**src/rtl/imussr_pkg.sv**
```systemverilog
`timescale 1ns / 1ps

package imussr_pkg;

  localparam logic [15:0] MAG_RES_XY_DEF = 16'd19661;
  localparam logic [15:0] MAG_RES_Z_DEF  = 16'd9830;

  localparam logic [47:0] MAG_GAIN_RESET = 48'h1000_1000_1000;

  localparam logic [2:0] CFG_GEOMETRY   = 3'd0;
  localparam logic [2:0] CFG_ACCEL_SEL  = 3'd1;
  localparam logic [2:0] CFG_GYRO_SEL   = 3'd2;
  localparam logic [2:0] CFG_ACCEL_BIAS = 3'd3;
  localparam logic [2:0] CFG_GYRO_BIAS  = 3'd4;
  localparam logic [2:0] CFG_MAG_BIAS   = 3'd5;
  localparam logic [2:0] CFG_MAG_GAIN   = 3'd6;

  typedef enum logic [1:0] {
    OP_ACCEL = 2'd0,
    OP_GYRO  = 2'd1,
    OP_MAG   = 2'd2,
    OP_NONE  = 2'd3
  } imussr_op_e;

  typedef struct packed {
    logic       en1;
    logic       en2;
    imussr_op_e op0;
    imussr_op_e op1;
    imussr_op_e op2;
  } imussr_ctl_t;

  typedef struct packed {
    logic signed [11:0] acc;
    logic signed [15:0] gyro;
    logic signed [14:0] mag;
  } imussr_cnt_t;

  function automatic logic [12:0] gyro_scale(input logic [2:0] sel);
    logic [12:0] s;
    case (sel)
      3'd0:    s = 13'd4000;
      3'd1:    s = 13'd2000;
      3'd2:    s = 13'd1000;
      3'd3:    s = 13'd500;
      default: s = 13'd250;
    endcase
    return s;
  endfunction

  function automatic logic [31:0] sat32(input logic signed [38:0] v);
    logic [31:0] r;
    if (!v[38] && (v[37:31] != 7'd0)) begin
      r = 32'h7FFF_FFFF;
    end else if (v[38] && (v[37:31] != 7'h7F)) begin
      r = 32'h8000_0000;
    end else begin
      r = v[31:0];
    end
    return r;
  endfunction

endpackage

```
**src/rtl/imussr_lane.sv**
```systemverilog
`timescale 1ns / 1ps

module imussr_lane
  import imussr_pkg::*;
(
  input  logic               clk_i,
  input  imussr_ctl_t        ctl_i,
  input  imussr_cnt_t        cnt_i,
  input  logic [1:0]         accel_sel_i,
  input  logic [2:0]         gyro_sel_i,
  input  logic [15:0]        mag_res_i,
  input  logic [15:0]        accel_bias_i,
  input  logic [15:0]        gyro_bias_i,
  input  logic [15:0]        mag_bias_i,
  input  logic [15:0]        mag_gain_i,
  output logic signed [37:0] val_o
);

  logic signed [13:0] gscale_s;
  logic signed [16:0] res_s;
  logic signed [16:0] gain_s;
  logic signed [29:0] gyro_prod;
  logic signed [31:0] mag_prod;
  logic signed [31:0] acc_ext;
  logic signed [31:0] prod1_d, prod1_q;
  logic signed [27:0] bias_term;
  logic signed [32:0] sub;
  logic signed [49:0] gain_prod;
  logic signed [49:0] val2_d, val2_q;
  logic signed [49:0] rnd;

  assign gscale_s  = $signed({1'b0, gyro_scale(gyro_sel_i)});
  assign res_s     = $signed({1'b0, mag_res_i});
  assign gain_s    = $signed({1'b0, mag_gain_i});
  assign gyro_prod = cnt_i.gyro * gscale_s;
  assign mag_prod  = cnt_i.mag * res_s;
  assign acc_ext   = 32'(cnt_i.acc);

  always_comb begin
    prod1_d = '0;
    case (ctl_i.op0)
      OP_ACCEL: prod1_d = acc_ext <<< ({2'b00, accel_sel_i} + 4'd6);
      OP_GYRO:  prod1_d = 32'(gyro_prod);
      OP_MAG:   prod1_d = mag_prod;
      default:  prod1_d = '0;
    endcase
  end

  always_ff @(posedge clk_i) begin
    if (ctl_i.en1) begin
      prod1_q <= prod1_d;
    end
  end

  always_comb begin
    bias_term = '0;
    case (ctl_i.op1)
      OP_ACCEL: bias_term = 28'($signed(accel_bias_i)) <<< 4;
      OP_GYRO:  bias_term = 28'($signed(gyro_bias_i)) <<< 12;
      OP_MAG:   bias_term = 28'($signed(mag_bias_i)) <<< 12;
      default:  bias_term = '0;
    endcase
  end

  assign sub       = 33'(prod1_q) - 33'(bias_term);
  assign gain_prod = sub * gain_s;
  assign val2_d    = (ctl_i.op1 == OP_MAG) ? gain_prod : 50'(sub);

  always_ff @(posedge clk_i) begin
    if (ctl_i.en2) begin
      val2_q <= val2_d;
    end
  end

  assign rnd   = val2_q + 50'sd2048;
  assign val_o = (ctl_i.op2 == OP_MAG) ? rnd[49:12] : val2_q[37:0];

endmodule

```
**config.mk**
```make
export PLATFORM = sky130hd
export DESIGN_NAME = imussr_lane
export DESIGN_NICKNAME = d
export VERILOG_FILES = /design/src/rtl/imussr_pkg.sv /design/src/rtl/imussr_lane.sv
export SDC_FILE = /design/constraint.sdc
export NUM_CORES = 2
export LEC_CHECK = 0
export BUFFER_PORTS_ARGS = -buffer_cell sky130_fd_sc_hd__buf_2
export CORE_MARGIN = 2
export CORE_UTILIZATION = 30
export CTS_CLUSTER_SIZE = 30
export DETAILED_ROUTE_END_ITERATION = 10
export SLEW_MARGIN = 20
export SYNTH_ARGS = -nofsm -noshare
export SYNTH_HDL_FRONTEND = slang
export SYNTH_SLANG_ARGS = --single-unit
```
**constraint.sdc**
```tcl
create_clock -name clk_i -period 20.6 [get_ports clk_i]
set_input_delay 2.06 -clock clk_i [delete_from_list [all_inputs] [get_ports clk_i]]
set_output_delay 2.06 -clock clk_i [all_outputs]
set_load 0.1 [all_outputs]
```
# After elaboration in Yosys (flattened, before gate mapping)
# Cells that the tools add are included.
[totals]
inputBits = 137
out_inout_bits = 38
word_cells = 25
ff_bits = 82
[classes]
n_eq_ne = 8
shift = 1
n_reduce_logical = 3
multipliers = 3
addsub = 3
mux = 5
[op_table]
columns = ["op", "n"]
rows = [
  ["32-bit case mux with 3 select lines", 1],
  ["28-bit case mux with 3 select lines", 1],
  ["50-bit by 13-bit adder with 50-bit output, second input constant", 1],
  ["33-bit by 17-bit multiplier with 50-bit output", 1],
  ["50-bit 2-to-1 mux", 1],
  ["12-bit case mux with 4 select lines", 1],
  ["38-bit 2-to-1 mux", 1],
  ["32-bit by 28-bit subtractor with 33-bit output", 1],
  ["15-bit by 17-bit multiplier with 32-bit output", 1],
  ["12-bit by 4-bit <<< shifter with 32-bit output", 1],
  ["16-bit by 13-bit multiplier with 29-bit output", 1],
  ["2-bit == test, second input constant", 3],
  ["3-bit by 2-bit == test with 1-bit output, second input constant", 2],
  ["2-bit by 3-bit adder with 4-bit output, second input constant", 1],
  ["2-bit by 1-bit == test with 1-bit output, second input constant", 2],
  ["2-bit logical NOT", 2],
  ["3-bit by 1-bit == test with 1-bit output, second input constant", 1],
  ["3-bit logical NOT", 1],
]

# Depth between registers and ports, before layout
[depth]
depth_word = 5
mapped_depth = 40
depth_no_buf = 36

# Worst setup path after synthesis
# OpenSTA, ideal clock, no wires.
[synth_timing]
path_kind = "in2reg"
start = "in ctl_i[3] in the netlist's numbering"
end = "reg val2_q[49] (data pin)"
required_time_ns = 20.332
cell_stages = 37
setup_slack_ns = 9.839
n_path_buf = 3
setup_time_ns = 0.268
arrival_time_ns = 10.493
cell_sequence = "buf_1 > nor2_1 > and2_1 > ha_1 > fa_1 > nor2b_1 > o2111ai_1 > nand3_1 > nand3_1 > a2111oi_2 > o31a_2 > nand2_1 > a31o_4 > nand2_1 > inv_1 > fa_1 > fa_1 > clkbuf_1 > xnor2_1 > xnor2_1 > fa_1 > fa_1 > inv_1 > fa_1 > inv_1 > ha_1 > clkbuf_1 > a21o_1 > a21o_1 > a21oi_1 > nor2b_1 > o211a_1 > or4_1 > o21ai_0 > a21oi_2 > xnor2_1 > o21ai_0"
[synth_via]
elab_chain_cells = 5
word_cells_on_any_way = 7
cone_classes = "1 x add/sub; 1 x mul; 2 x eq/ne; 2 x mux; 1 x reduce/logical"
[synth_rtl]
columns = ["element", "line", "text"]
rows = [
  ["start, declared", "imussr_lane.sv:7", "input imussr_ctl_t ctl_i,"],
  ["2-bit == test (tied with other cells)", "imussr_lane.sv:57, imussr_lane.sv:67", ""],
  ["28-bit case mux with 3 select lines", "imussr_lane.sv:57", "case (ctl_i.op1)"],
  ["32-bit by 28-bit subtractor with 33-bit output", "imussr_lane.sv:65", "assign sub = 33'(prod1_q) - 33'(bias_term);"],
  ["33-bit by 17-bit multiplier with 50-bit output", "imussr_lane.sv:66", "assign gain_prod = sub * gain_s;"],
  ["50-bit 2-to-1 mux *", "imussr_lane.sv:67", "assign val2_d = (ctl_i.op1 == OP_MAG) ? gain_prod : 50'(sub);"],
  ["named net val2_d[49]", "imussr_lane.sv:29", "logic signed [49:0] val2_d, val2_q;"],
  ["end signal, assigned", "imussr_lane.sv:71", "val2_q <= val2_d;"],
  ["end, declared", "imussr_lane.sv:29", ""],
]
# Mark *: on every way through the listed nets, which the timed path passes. The rest lies on a longest branch.
# A chain may end at the register's enable or synchronous reset.

# Final worst setup path
# Same ends and word-level chain as after synthesis.

==> run_results.csv <==
group,metric,value,unit
floorplanning,ios,175,
critical_path,timing.rr.start,"prod1_q[4]",
critical_path,worst_setup_path_end_kind,"register",
cells_and_area,finalNonFillerCells,6317,
sta,period_needed,11280,ps
floorplanning,initial_core_util,0.301,
synth,syn_nets,5827,
synth,async_reset_ff_frac,0,
floorplanning,rows,133,
global_route,grt_pass1_wl,178000,um
critical_path,required,20700,ps
synth,netlist_area,39400,um2
placed_design,gp_congestion,0.905,
critical_path,path_max_fanout,21,
job,max-cap-violations,0,
floorplanning,dieHeight,367,um
synth,yosys_warnings,0,
floorplanning,die_w,367,um
sta,skew,34.1,ps
critical_path,cp-start-kind,"primary input",
critical_path,arrival,11380,ps
route,final_antenna_net_count,0,
global_route,antenna_found_initial,13,
sta,rsz0062_at_grt,"false",
clock_network,cts_root_buf,"clkbuf_16",
critical_path,crit_path_start,"ctl_i[3]",
sta,max_freq,88.6,MHz
route,drt_wl_total,108000,um
sta,max-slew-margin-rel,0.256,
synth,synth-seq-area-share,0.0625,
sta,fin_crit_sh,0.548,
synth,syn_area_per_cell,8.73,um2
clock_network,clock-sinks,82,
cells_and_area,nets,5867,
critical_path,critPathKind,"primary input to register",
synth,synth.distinct_cells,86,
clock_network,cts_buffers,9,
route,vias,30000,
cells_and_area,syn_to_final_growth,7.52,%
clock_network,htree_num_levels,3,
critical_path,max_stage_delay,730,ps
global_route,overflow,0,
clock_network,post-cts-setup-buffers,0,
synth,synth_top_area_frac,0.426,
status,outcome,"complete, no violations",
critical_path,path_buf_inv,4,
route,drc,0,
sta,tns,0,ps
route,drtIter0Drc,1828,
floorplanning,core_area,131000,um2
placed_design,dp_hpwl,88400,um
clock_network,insertion_delay,400,ps
min_path,hold_path_class,"register to register",
clock_network,tritoncts,"done",
clock_network,cts-hold-fix-buffers,0,
global_route,grt_pass1_vias,32400,
placed_design,dp_cells,6298,
global_route,grt_usage,0.166,
clock_network,cts_resized,0,
route,drt-vias-per-instance,4.75,
synth,synth_top_area_cell,"fa_1",
synth,ys_ff_latch,82,
sta,hold_viol,0,
cells_and_area,drive_gt1_frac,0.0616,
critical_path,cp_common_cell,"fa_1",
min_path,hp-start,"prod1_q[0]",
clock_network,clkTransAtPathRegs,70,ps
synth,synth-main-ff-cell,"edfxtp_1",
placed_design,portBuffers,174,
synth,synth_edf_count,82,
clock_network,cts_buffer_depth,2,
global_route,grt_max_degree,76,
route,avgRoutedWirePerCell,17.1,um
sta,slew_viol_final,0,
sta,setup_violations,0,
synth,syn_inst,4514,
synth,synthTopCellsByArea,"fa_1, ha_1, inv_1, nand2_1, edfxtp_1",
floorplanning,die_area,134000,um2
sta,worstMarginPinSlew,1110,ps
route,first_pass_iters,7,
critical_path,critPathTopFamily,"adder cells",
critical_path,crit_slowest_cell,"fa_1",
## worst reg2reg max path, delay by kind of cell, from the launching register on
kind                       cells  cell delay (ps)
xor gates and xnor gates       3             1030
buffers and inverters          4              220
AOI/OAI and AO/OA             11             2130
and+or+nand+nor                7             1240
adders and majority gates      8             3840
DFF                            1              340
## state kept, by name, indices dropped and copies added, names as in the netlist
name     count
val2_q      50
prod1_q     32
## synthesized netlist by cell type (4+ instances only)
master / number
inv_1: 1046
a211oi_1: 7
o21a_1: 16
and3_1: 26
a21oi_1: 139
o21ai_1: 21
o211ai_1: 6
ha_1: 338
nand2b_1: 65
xnor2_1: 96
and2_1: 321
o21ai_0: 112
mux2i_1: 19
clkbuf_1: 160
nor3_1: 26
a31oi_1: 17
a21boi_0: 4
nand2_1: 657
o22ai_1: 21
mux2_2: 8
o31ai_1: 4
edfxtp_1: 82
nand3_1: 44
a21o_1: 60
nand4_1: 14
fa_1: 838
or2_2: 6
nor2b_1: 35
maj3_1: 5
nor2_1: 133
o221ai_1: 4
a21oi_2: 6
buf_1: 6
or3_1: 5
buf_2: 11
o2111ai_1: 6
and4_1: 4
o21bai_1: 17
xor2_1: 67
## stage by stage
| stage | setup slack, ps | hold slack (ps) | cell area (um2) | utilization |
|---|---|---|---|---|
| floorplan | 9840 | 807 | 39400 | - |
| global placement | 8900 | 905 | 42100 | 0.321 |
| detailed placement | 8720 | 924 | 42100 | 0.321 |
| CTS | 9110 | 934 | 42400 | 0.324 |
| global route | 8760 | 958 | 42400 | 0.324 |
| finish | 9320 | 930 | 42400 | 0.324 |
## cells in the final DEF (no fill, tap or decap), drive strengths merged, types with 65 or more instances in the layout
master,instances
a21oi,145
and2,323
buf,210
edfxtp,82
fa,838
ha,338
inv,1049
nand2,658
nand2b,65
nor2,133
o21ai,135
xnor2,99
xor2,68
## layer usage
metal	vias up	global-route usage	part of all wire
li1	13700	-	-
met1	15300	0.225	0.44
met2	907	0.277	0.47
met3	129	0.0314	0.072
met4	14	0.0264	0.014
met5	-	0	0.00088
## path summary, 6_finish.rpt
path                endpoint  slack (ps)  cells after the start
setup reg to reg  val2_q[49]       11510                     33
hold reg to reg    val2_q[0]         930                      2
setup / recovery  val2_q[49]        9320                     35
hold / removal     val2_q[0]         930                      2
## cell type report
class,count,area (um2)
fill,13800,88600
clock buffer,9,225
sequential,82,2460
clock inverter,7,95.1
tap,1755,2200
inverter,1046,3930
antenna,3,7.51
multi-input combinational,3205,32300
timing repair buffer,210,1140
## logic make-up (layout without fill, tap and decap cells)
logic type                 Yosys count  count (layout)  share of synthesized area
and+or+nand+nor                   1352            1352                      0.164
AOI/OAI and AO/OA                  477             477                     0.0765
muxes                               28              28                    0.00749
buffers and inverters             1227            1272                      0.118
xor gates and xnor gates           167             167                     0.0379
DFF                                 82              82                     0.0625
other                                0               3                          0
adders and majority gates         1181            1181                      0.534
Power is left out: the tool's default activity adds up to more than one toggle a clock period on the data nets, which glitch-free logic cannot reach.
